## src/hdl/srf_pkg.sv

```systemverilog
// Shared types and constants for the sliding window rank filter.
package srf_pkg;

    localparam int MAX_HALF_DEF  = 3;
    localparam int MAX_WIDTH_DEF = 2048;
    localparam int MAX_ROWS_DEF  = 4096;

    localparam int PIX_W = 8;
    localparam int LW_W  = 12;
    localparam int HW_W  = 2;
    localparam int RK_W  = 6;
    localparam int CFG_IW = 2;

    localparam logic [LW_W-1:0] LINE_WIDTH_RST  = 12'd640;
    localparam logic [HW_W-1:0] HALF_WINDOW_RST = 2'd1;
    localparam logic [RK_W-1:0] RANK_RST        = 6'd4;

    localparam int QDEPTH = 8;

    typedef enum logic [CFG_IW-1:0] {
        REG_LINE_WIDTH  = 2'd0,
        REG_HALF_WINDOW = 2'd1,
        REG_RANK        = 2'd2
    } t_reg;

    typedef struct packed {
        logic act;
        logic res;
    } t_ctl;

endpackage

```

## src/hdl/srf_queue.sv

```systemverilog
// Result queue between the rank pipeline and the output port.
module srf_queue #(
    parameter int DEPTH = srf_pkg::QDEPTH,
    parameter int DW    = 8,
    localparam int PB   = $clog2(DEPTH),
    localparam int CB   = PB + 1
) (
    input  logic          i_clk,
    input  logic          i_rst_n,
    input  logic          i_push,
    input  logic [DW-1:0] i_data,
    input  logic          i_pop,
    output logic [DW-1:0] o_data,
    output logic          o_empty,
    output logic [CB-1:0] o_count
);

    logic [DW-1:0] r_mem [DEPTH];
    logic [PB-1:0] r_wr, r_rd;
    logic [CB-1:0] r_cnt;
    logic          do_pop;

    assign do_pop = i_pop && (r_cnt != '0);

    always_ff @(posedge i_clk) begin
        if (!i_rst_n) begin
            r_wr  <= '0;
            r_rd  <= '0;
            r_cnt <= '0;
        end else begin
            if (i_push) begin
                r_wr <= (r_wr == PB'(DEPTH - 1)) ? '0 : r_wr + 1'b1;
            end
            if (do_pop) begin
                r_rd <= (r_rd == PB'(DEPTH - 1)) ? '0 : r_rd + 1'b1;
            end
            r_cnt <= r_cnt + CB'(i_push) - CB'(do_pop);
        end
    end

    always_ff @(posedge i_clk) begin
        if (i_push) begin
            r_mem[r_wr] <= i_data;
        end
    end

    assign o_data  = r_mem[r_rd];
    assign o_empty = (r_cnt == '0);
    assign o_count = r_cnt;

endmodule

```

## config.mk

```make
export PLATFORM = sky130hd
export DESIGN_NAME = srf_queue
export DESIGN_NICKNAME = d
export VERILOG_FILES = /design/src/hdl/srf_pkg.sv /design/src/hdl/srf_queue.sv
export SDC_FILE = /design/constraint.sdc
export NUM_CORES = 1
export LEC_CHECK = 0
export ABC_CLOCK_PERIOD_IN_PS = 2210
export BUFFER_PORTS_ARGS = -buffer_cell sky130_fd_sc_hd__clkbuf_2
export CAP_MARGIN = 20
export CORE_ASPECT_RATIO = 0.75
export CORE_UTILIZATION = 35
export DETAILED_ROUTE_END_ITERATION = 7
export HOLD_SLACK_MARGIN = 0.12
export PLACE_DENSITY = 0.62
export SETUP_SLACK_MARGIN = 0.1
export SLEW_MARGIN = 10
export SYNTH_ARGS = -nofsm -noshare
export SYNTH_HDL_FRONTEND = slang
export SYNTH_SLANG_ARGS = --single-unit
```

## constraint.sdc

```tcl
create_clock -name i_clk -period 2.21 [get_ports i_clk]
set_input_delay 0.221 -clock i_clk [delete_from_list [all_inputs] [get_ports i_clk]]
set_output_delay 0.221 -clock i_clk [all_outputs]
set_load 0.03 [all_outputs]
```

### After elaboration in Yosys (flattened, before gate mapping)

Memories as Yosys holds them, arrays and structs flattened. A register that Yosys moved wholly into a read port is not among the register bits.
Cells that the tools add are included.

* reduce and logical (&&, ||, !) cells: 3
* equality and inequality tests: 2
* multiplexer cells: 6
* add/sub/neg operators: 4

Operator list (count)
* 3-bit 2-to-1 mux: 4
* 3-bit by 1-bit adder with 3-bit output (second input constant): 2
* 3-bit equality test (second input constant): 2
* 4-bit by 1-bit adder with 4-bit output: 1
* 4-bit logical NOT: 1
* 4-bit nonzero test: 1
* 4-bit by 1-bit subtractor with 4-bit output: 1
* 1-bit 2-to-1 mux: 2
* 1-bit logical AND: 1

* output and inout port bits: 13
* logic and storage cells: 19
* input bits: 12
* memories: 1
* bits in writable memories: 64
* register bits: 10

Memory list
* r_mem: words 8, width 8, read ports 1, clocked after Yosys merged registers in 1, wr ports 1, line srf_queue.sv:18 `logic [DW-1:0] r_mem [DEPTH];`

### Logic depth before layout (Yosys ltp)

Gate-level depths: netlist of the first run.

* word-level depth: 4
* gate-level depth with buffers: 11
* mapped depth without buffers: 10

### Worst setup path after synthesis of the first run

No wires, ideal clock.

* path kind: register to register
* start: register r_cnt[2], in the netlist o_count[2]
* end: register r_cnt[2], in the netlist o_count[2]
* data arrival time: 2.844 ns
* library setup time: 0.115 ns
* path buffers: 1
* stages on the path, launching flop included: 12
* path slack: -0.749 ns
* clock period less this slack: 2.959 ns
* required time: 2.095 ns
* cells stage by stage: dfxtp_1 -> inv_1 -> ha_1 -> nor3b_1 -> nor2b_1 -> clkbuf_1 -> ha_1 -> inv_1 -> ha_1 -> fa_1 -> xor2_1 -> and2_1

* word-level cells in the longest chain between the ends: 3
* elaborated cells on any way between the ends: 4
* those cells by class: add/sub: 2; reduce/logical: 2

Ends and longest elaborated chain
* start, declared: line srf_queue.sv:20 `logic [CB-1:0] r_cnt;`
* start signal, assigned: line srf_queue.sv:37 `r_cnt <= r_cnt + CB'(i_push) - CB'(do_pop);`
* parallel branches: the longest is 2 deep, another holds 4-bit by 1-bit adder with 4-bit output
* 4-bit by 1-bit subtractor with 4-bit output (*): line srf_queue.sv:37

Every way passes the cells marked *.
A chain may end at the register's enable or synchronous reset.

==> summary.txt, run 1 <==
status - finished clean
crit path max-delay cell type - mux4_1
top_reg_cell synth - edfxtp_1
worst path bufs/invs - 2
top post-synthesis cells by area - edfxtp_1 (61%), mux4_1 (13%), dfxtp_1 (8.3%), ha_1 (3.6%), mux2_2 (2.9%)
CTS Sinks - 77
post-synthesis sequential area ratio - 0.695
Crit path max-delay family - multiplexers
Die ar. - 0.00936 mm^2
cells along the critical path - buf_12 > mux4_1 > mux2_2 > buf_4
vias per cell - 4.74
via count - 1,516
leading area contributor after synthesis - edfxtp_1
internal power - 3100 uW
WL/cell - 16.8 um
hold crit path type - in -> reg
hold buffers post-CTS - 0
Yosys top cell area share - 0.612
total grt overflow - 0
Site Rows - 29
Final HPWL DP - 3.26 mm
ys async rst share - 0
Final Wtd Congestion - 0.679
CP endpoint kind - output pin
clock share of power - 0.359
Final Hold Vio Count - 0
Initial Util - 0.367
Yosys warnings - 0
area of the core - 0.00856 mm^2
end point of the critical path - o_data[3]
sw frac - 0.258
Detailed Routing Iterations Pass 1 - 4
top-count cell post-synth - edfxtp_1
Final Net Count - 229
Unique masters post-synth - 27
Residual DRC - 0
Total GRT Usage - 0.124
RR Startpoint - o_count[2]
final worst slack - 127 ps
Worst path max stage delay - 560 ps
Post-synth EDFFs - 64
reg2reg end - o_count[1]
initial drt markers - 78
Rel. slew slack - 0.680
layout cells sized above 1 - 0.344
setup violators final - 0
Root Buffer Master - clkbuf_16
# IOs - 25
Seq cells post-synth - 77
number of instances in the placed design - 303
max-slew violation count - 0
Antenna Nets Post-Route - 0
initial antenna violation count - 0
NetSw - 1080 uW
clock buffer count from CTS - 9
clk_skew - 4.77 ps
Req. time, crit path - 1990 ps
Die W - 111 um
Tmin final - 2080 ps
VDD IR max - 0.000357 V
pwr dens - 1100 mW/mm^2
final setup TNS - 0 ps
clock latency on the worst-skew pair - 320 ps
Worst R2R Path Depth - 9
die height - 84.0 um
fin cells - 320
# Max-Cap Violations - 0
vias in the first global route - 1,483
highest routed layer - met4
Worst-path clk slew - 60 ps
Syn Area/Cell - 18.8 um^2
routed wl met2 - 2.50 mm
first-pass GRT wire length - 8.20 mm
largest net degree at the start of global routing - 17
Post-Syn Nets - 189
Levels on crit path - 4
RSZ-0062 raised after global routing - yes
Core Util, Final - 0.444
worst-path fanout max - 8
Worst Path Arrival - 1860 ps
P&R area growth vs syn - 21.0%
Synth top cells by count - edfxtp_1 (64), mux4_1 (15), dfxtp_1 (13)
final hold slack - 186 ps
period utilization - 0.943
Synth Instances - 167
critical path class - reg -> out
mapped cell area - 0.00314 mm^2
CTS tree - built
Layout fillers - 742
worst slack, placed - 185 ps
FMAX - 0.480 GHz
H-tree Lvls - 3
Comb power frac - 0.223
# diodes - 0
met1 wire length - 2.58 mm
clk buf depth - 2
Reg2Reg Setup Slack - 190 ps
met3 wire len - 227 um
leakage power - 0.00135 uW
sequential share of power - 0.417
Worst Tran Pin Value - 479 ps
Setup crit start kind - flop
drt total wl - 5.37 mm
port bufs - 24
stage by stage:
| stage | instance area [um^2] | total power [uW] |
|---|---|---|
| after global placement | 3460 | 2630 |
| after floorplan | 3160 | 2440 |
| after CTS | 3810 | 4200 |
| final | 3800 | 4180 |
| after detailed placement | 3460 | 2650 |
| after global routing | 3800 | 4380 |
power by group through the flow:
stage / clock (uW) / combinational (uW) / sequential, uW
after floorplan: 0 / 645 / 1790
after global placement: 0 / 864 / 1770
after detailed placement: 0 / 881 / 1770
after CTS: 1530 / 922 / 1750
after global routing: 1600 / 1020 / 1750
final: 1500 / 933 / 1740
layout make-up:
type	instances	area, um^2	share of cell area
multi-input cells	76	870	0.229
repair buffers	36	267	0.0702
flip-flops and latches	77	2190	0.577
well taps	108	135	0.0356
clock buffers	11	233	0.0613
inverters	7	26.3	0.00692
clock inverters	5	77.6	0.0204
routing by layer:
metal / GRT usage / up-vias
met5: 0 / -
met4: 0.0479 / 0
met3: 0.0458 / 6
met2: 0.189 / 27
met1: 0.162 / 748
li1: - / 735
logic make-up (layout without fill, tap and decap cells):
group,count (synthesis),after routing,share of synthesized area
compound gates,4,4,0.00757
xor+xnor,1,1,0.00279
mux,29,29,0.177
buf+inv,14,59,0.0247
flops,77,77,0.695
simple gates,32,32,0.0502
fa+ha+maj,10,10,0.0422
timing repair:
item | in CTS | in global routing
resized for setup | 7 | 21
setup buffers | 0 | 0
setup endpoints to repair | 5 | 7
gates cloned | 1 | 0
worst register-to-register path, delay by kind of cell, from the launching register on:
family                   cells  cell delay [ps]
flip-flops                   1              340
AND/OR/NAND/NOR              3              460
buffers and inverters        2              100
adder cells (fa/ha/maj)      4             1030
sequential cells by signal, indices dropped and copies added, names as in the netlist, named ones only:
signal   count
o_count      4
r_mem       64
r_rd         3
r_wr         3
cells in the final DEF (no fill, tap or decap), types with 2 or more instances in the layout:
cell | Yosys | final
dfxtp_1 | 13 | 10
clkinv_2 | 0 | 2
nor2_1 | 7 | 7
and2_1 | 5 | 5
mux2_2 | 8 | 8
clkbuf_2 | 0 | 17
nor3_1 | 2 | 2
nand2_1 | 10 | 10
mux2i_1 | 5 | 5
mux4_1 | 15 | 8
edfxtp_1 | 64 | 64
ha_1 | 9 | 8
clkbuf_16 | 0 | 9
dfxtp_4 | 0 | 2
bufinv_16 | 0 | 2
nor2b_1 | 2 | 2
inv_1 | 7 | 6
mux4_2 | 1 | 8
nand2b_1 | 4 | 4
buf_4 | 0 | 15
clkbuf_1 | 3 | 2
how the worst min path moves through the flow:
stage | end | cells after the start | start | slack (ps)
2_1_floorplan | r_mem[0][0] | 0 | i_data[0] | 320
3_3_place_gp | r_rd[2] | 2 | r_rd[2] | 480
3_5_place_dp | r_rd[2] | 2 | r_rd[2] | 490
4_1_cts | r_mem[4][4] | 1 | i_data[4] | 170
5_1_grt | r_mem[5][5] | 1 | i_data[5] | 180
6_report | r_mem[4][4] | 1 | i_data[4] | 190
Power figures use the tool's default switching activity.
==> run 2, diff against run 1 <==
- CTS_BUF_LIST: unset -> sky130_fd_sc_hd__clkbuf_8 sky130_fd_sc_hd__clkbuf_16
==> summary.txt, run 2 (synthesized netlist as in run 1, its figures left out) <==
Initial Util - 0.367 (unchanged)
via count - 1,515 (-0.066%)
routing usage on met1 - 0.162 (unchanged)
initial drt markers - 78 (unchanged)
Final Net Count - 229 (unchanged)
layout cells sized above 1 - 0.344 (unchanged)
worst slack, placed - 185 ps (unchanged)
initial antenna violation count - 0 (unchanged)
# IOs - 25 (unchanged)
Worst-path clk slew - 60 ps (about the same)
port bufs - 24 (unchanged)
CTS Sinks - 77 (unchanged)
vias per cell - 4.73 (about the same)
RR Startpoint - o_count[2]
RSZ-0062 raised after global routing - yes
Layout fillers - 742 (unchanged)
commonest non-fill, non-tap cells in the layout - edfxtp_1 (64), clkbuf_2 (17), buf_4 (15)
reg2reg end - o_count[1]
hold crit path type - in -> reg
Detailed Routing Iterations Pass 1 - 4 (unchanged)
area of the core - 0.00856 mm^2 (unchanged)
fin area - 0.00380 mm^2 (unchanged)
Req. time, crit path - 1990 ps (about the same)
max reg flops - 64 (unchanged)
GR Util met3 - 0.0458 (unchanged)
Reg2Reg Setup Slack - 190 ps (about the same)
total grt overflow - 0 (unchanged)
VDD IR max - 0.000357 V (about the same)
Tmin final - 2080 ps (unchanged)
max-slew violation count - 0 (unchanged)
P&R area growth vs syn - 21.0% (unchanged)
Worst Tran Pin Value - 479 ps (+0.000238 ps)
status - finished clean
Die ar. - 0.00936 mm^2 (unchanged)
CP endpoint kind - output pin
met2 Use GR - 0.189 (unchanged)
Rel. slew slack - 0.680 (unchanged)
critical path class - reg -> out
hold path cells - 1 (unchanged)
clock buffer count from CTS - 9 (unchanged)
setup violators final - 0 (unchanged)
Setup crit start kind - flop
drt total wl - 5.37 mm (unchanged)
total setup buffers inserted after CTS - 0 (unchanged)
CTS tree - built
commonest non-fill, non-tap cell in the layout - edfxtp_1
leakage power - 0.00136 uW (+0.61%)
vias in the first global route - 1,483 (unchanged)
clk buf depth - 2 (unchanged)
first-pass GRT wire length - 8.20 mm (unchanged)
Hold Path Origin - i_data[4]
gr busiest metal - met2
H-tree Lvls - 3 (unchanged)
pwr dens - 1100 mW/mm^2 (-0.21%)
FMAX - 0.480 GHz (unchanged)
Final HPWL DP - 3.26 mm (unchanged)
Root Buffer Master - clkbuf_16
Post-DP Area - 0.00346 mm^2 (unchanged)
final worst slack - 127 ps (unchanged)
Worst Path Arrival - 1860 ps (about the same)
clock latency on the worst-skew pair - 320 ps (about the same)
Final Hold Vio Count - 0 (unchanged)
clk_skew - 4.77 ps (+0.0000300 ps)
WL/cell - 16.8 um (unchanged)
Worst R2R Path Depth - 9 (unchanged)
Final Wtd Congestion - 0.679 (unchanged)
Top reg by flops - r_mem
hold buffers post-CTS - 0 (unchanged)
Die W - 111 um (unchanged)
Total GRT Usage - 0.124 (unchanged)
Antenna Nets Post-Route - 0 (unchanged)
Residual DRC - 0 (unchanged)
largest net degree at the start of global routing - 17 (unchanged)
Site Rows - 29 (unchanged)
WHS Endpoint - r_mem[4][4]
# Max-Cap Violations - 0 (unchanged)
worst-path fanout max - 8 (unchanged)
# diodes - 0 (unchanged)
die height - 84.0 um (unchanged)
period utilization - 0.943 (unchanged)
[run 2: cell count changes in the layout (fill, tap and decap cells not counted), sizes merged]
cell    change
inv         +2
clkbuf      -2
[run 2: worst max path at each step]
stage | to | slack [ps] | depth (start not counted) | start
6_report | o_data[3] | 130 | 4 | flop
5_1_grt | o_data[3] | 80 | 4 | flop
4_1_cts | o_data[3] | 90 | 4 | flop
3_5_place_dp | o_count[1] | 180 | 9 | o_count[2]
3_3_place_gp | o_count[1] | 210 | 9 | o_count[2]
2_1_floorplan | o_count[2] | -130 | 11 | o_count[2]
[run 2: where the power goes]
| part | internal, uW | total, uW | leakage (uW) | switching, uW |
|---|---|---|---|---|
| clock | 975 | 1490 | 0.000158 | 518 |
| combinational | 452 | 933 | 0.000516 | 480 |
| sequential | 1660 | 1740 | 0.000690 | 81.0 |
[run 2: cell type report]
type / count / area (um^2) / share of cell area
clock inverter: 7 / 85.1 / 0.0224
timing repair buffer: 36 / 267 / 0.0702
clock buffer: 9 / 225 / 0.0593
multi-input combinational: 76 / 870 / 0.229
inverter: 7 / 26.3 / 0.00692
sequential: 77 / 2190 / 0.577
tap: 108 / 135 / 0.0356
[run 2: what timing repair did]
item / 4_1_cts / 5_1_grt
cloned: 1 / 0
gates resized for setup: 7 / 21
endpoints found under the setup margin: 5 / 7
[run 2: per-stage QoR]
stage / cells / util / TNS (ps) / hold slack (ps) / total power (uW)
2_1_floorplan: 167 / - / -250 / 320 / 2440
3_3_place_gp: 303 / 0.404 / 0 / 476 / 2630
3_5_place_dp: 303 / 0.404 / 0 / 491 / 2650
4_1_cts: 320 / 0.445 / 0 / 172 / 4190
5_1_grt: 320 / 0.444 / 0 / 180 / 4370
6_report: 320 / 0.444 / 0 / 186 / 4170
[run 2: critical path, stage by stage, from the launching register on]
cell and delay (ps):
dfxtp_4 380, buf_12 140, mux4_1 560, mux2_2 290, buf_4 170
[run 2: layer usage]
layer	routed length (um)	vias up	part of all wire
li1	-	735	-
met1	2580	747	0.48
met2	2500	27	0.47
met3	227	6	0.042
met4	63	0	0.012
met5	0	-	0
==> run 3, diff against run 2 <==
- CELL_PAD_IN_SITES_DETAIL_PLACEMENT: unset -> 2
- CELL_PAD_IN_SITES_GLOBAL_PLACEMENT: unset -> 2
- PLACE_DENSITY: 0.62 -> 0.75
==> summary.txt, run 3 (synthesized netlist as in run 1, its figures left out) <==
Rel. slew slack - 0.658 (-0.0217)
commonest non-fill, non-tap cells in the layout - edfxtp_1 (64), mux4_2 (16), clkbuf_2 (16)
Req. time, crit path - 1990 ps (about the same)
CP endpoint kind - output pin
Worst-path clk slew - 60 ps (about the same)
hold crit path type - in -> reg
period utilization - 0.947 (+0.00410)
leakage power - 0.00137 uW (+0.34%)
pwr dens - 1140 mW/mm^2 (+4.2%)
via count - 1,637 (+8.1%)
Worst Path Arrival - 1870 ps (about the same)
failing checks - DRC
CTS Sinks - 77 (unchanged)
fin cells - 322 (+0.63%)
Core Util, Final - 0.448 (+0.00409)
largest net degree at the start of global routing - 17 (unchanged)
clock latency on the worst-skew pair - 340 ps (+20 ps)
Tmin final - 2090 ps (+9.07 ps)
Setup crit start kind - flop
critical path class - reg -> out
layout cells sized above 1 - 0.397 (+0.0529)
Tot Pwr - 4380 uW (+5.1%)
# IOs - 25 (unchanged)
worst-path fanout max - 8 (unchanged)
commonest non-fill, non-tap cell in the layout - edfxtp_1
clk buf depth - 2 (unchanged)
RSZ-0062 raised after global routing - yes
Residual DRC - 2 (+2)
final setup TNS - 0 ps (unchanged)
initial drt markers - 88 (+13%)
Final Wtd Congestion - 0.749 (+10%)
H-tree Lvls - 3 (unchanged)
drt total wl - 7.46 mm (+39%)
area of the core - 0.00856 mm^2 (unchanged)
Initial Util - 0.367 (unchanged)
max-slew violation count - 0 (unchanged)
Top reg by flops - r_mem
setup violators final - 0 (unchanged)
initial antenna violation count - 0 (unchanged)
clk_skew - 4.67 ps (-0.106 ps)
Hold Path Origin - i_data[5]
first-pass GRT wire length - 11.5 mm (+40%)
Final HPWL DP - 4.85 mm (+49%)
status - finished, violations left
final hold slack - 177 ps (-8.92 ps)
Final Hold Vio Count - 0 (unchanged)
P&R area growth vs syn - 22.1%
VDD IR max - 0.000422 V (+18%)
vias in the first global route - 1,871 (+26%)
port bufs - 24 (unchanged)
total grt overflow - 0 (unchanged)
max reg flops - 64 (unchanged)
die height - 84.0 um (unchanged)
Root Buffer Master - clkbuf_16
Antenna Nets Post-Route - 0 (unchanged)
# diodes - 0 (unchanged)
CTS tree - built
vias per cell - 5.08 (+7.4%)
Total GRT Usage - 0.176 (+0.0518)
# Max-Cap Violations - 0 (unchanged)
clock buffer count from CTS - 9 (unchanged)
Die W - 111 um (unchanged)
Detailed Routing Iterations Pass 1 - 6 (+2)
number of instances in the placed design - 304 (+0.33%)
WL/cell - 23.2 um (+38%)
Worst Tran Pin Value - 512 ps (+32.5 ps)
Final Net Count - 231 (+0.87%)
Site Rows - 29 (unchanged)
FMAX - 0.478 GHz (-0.43%)
RR Startpoint - o_count[2]
Die ar. - 0.00936 mm^2 (unchanged)
-- run 3: cell count changes in the layout (fill, tap and decap cells not counted), sizes merged --
| cell | previous run | this run |
|---|---|---|
| clkbuf | 28 | 31 |
| buf | 17 | 16 |
-- run 3: worst paths after layout --
check / end / slack, ps / depth (start not counted)
hold reg to reg: flop / 500 / 2
setup reg to reg: o_count[2] / 170 / 10
setup / recovery: o_data[5] / 120 / 4
hold / removal: r_mem[5][5] / 180 / 1
-- run 3: per-stage QoR --
| stage | instance area (um^2) | setup slack, ps |
|---|---|---|
| after floorplan | 3160 | -128 |
| after global placement | 3470 | 199 |
| after detailed placement | 3470 | 126 |
| after CTS | 3860 | 46.9 |
| after global routing | 3830 | 77.9 |
| final | 3830 | 118 |
-- run 3: final cells by class --
class | count | area (um^2)
fillers | 799 | 4730
flip-flops and latches | 77 | 2190
multi-input cells | 76 | 850
repair buffers | 38 | 317
clock buffers | 9 | 225
well taps | 108 | 135
clock inverters | 7 | 90.1
inverters | 7 | 26.3
-- run 3: worst max-delay path, stage by stage, from the launching register on --
cell and delay (ps):
dfxtp_4 390, buf_12 160, mux4_2 520, mux2_2 290, clkbuf_4 190
-- run 3: routing by layer --
metal  wire, um  vias up  track usage
met5          0        -            0
met4        141        0       0.0676
met3        280       13       0.0523
met2       3690       38        0.290
met1       3350      859        0.218
li1           -      727            -
-- run 3: report_power, final --
| group | internal, uW | switching [uW] | leakage (uW) |
|---|---|---|---|
| Clock | 984 | 574 | 0.000157 |
| Combinational | 530 | 539 | 0.000521 |
| Sequential | 1660 | 93.5 | 0.000690 |
-- run 3: what timing repair did --
action / CTS / global route
gates cloned: 1 / 0
pin swaps: 0 / 0
gates resized for setup: 22 / 15
hold buffers: 0 / 0
setup endpoints to repair: 8 / 11
setup buffers: 0 / 1
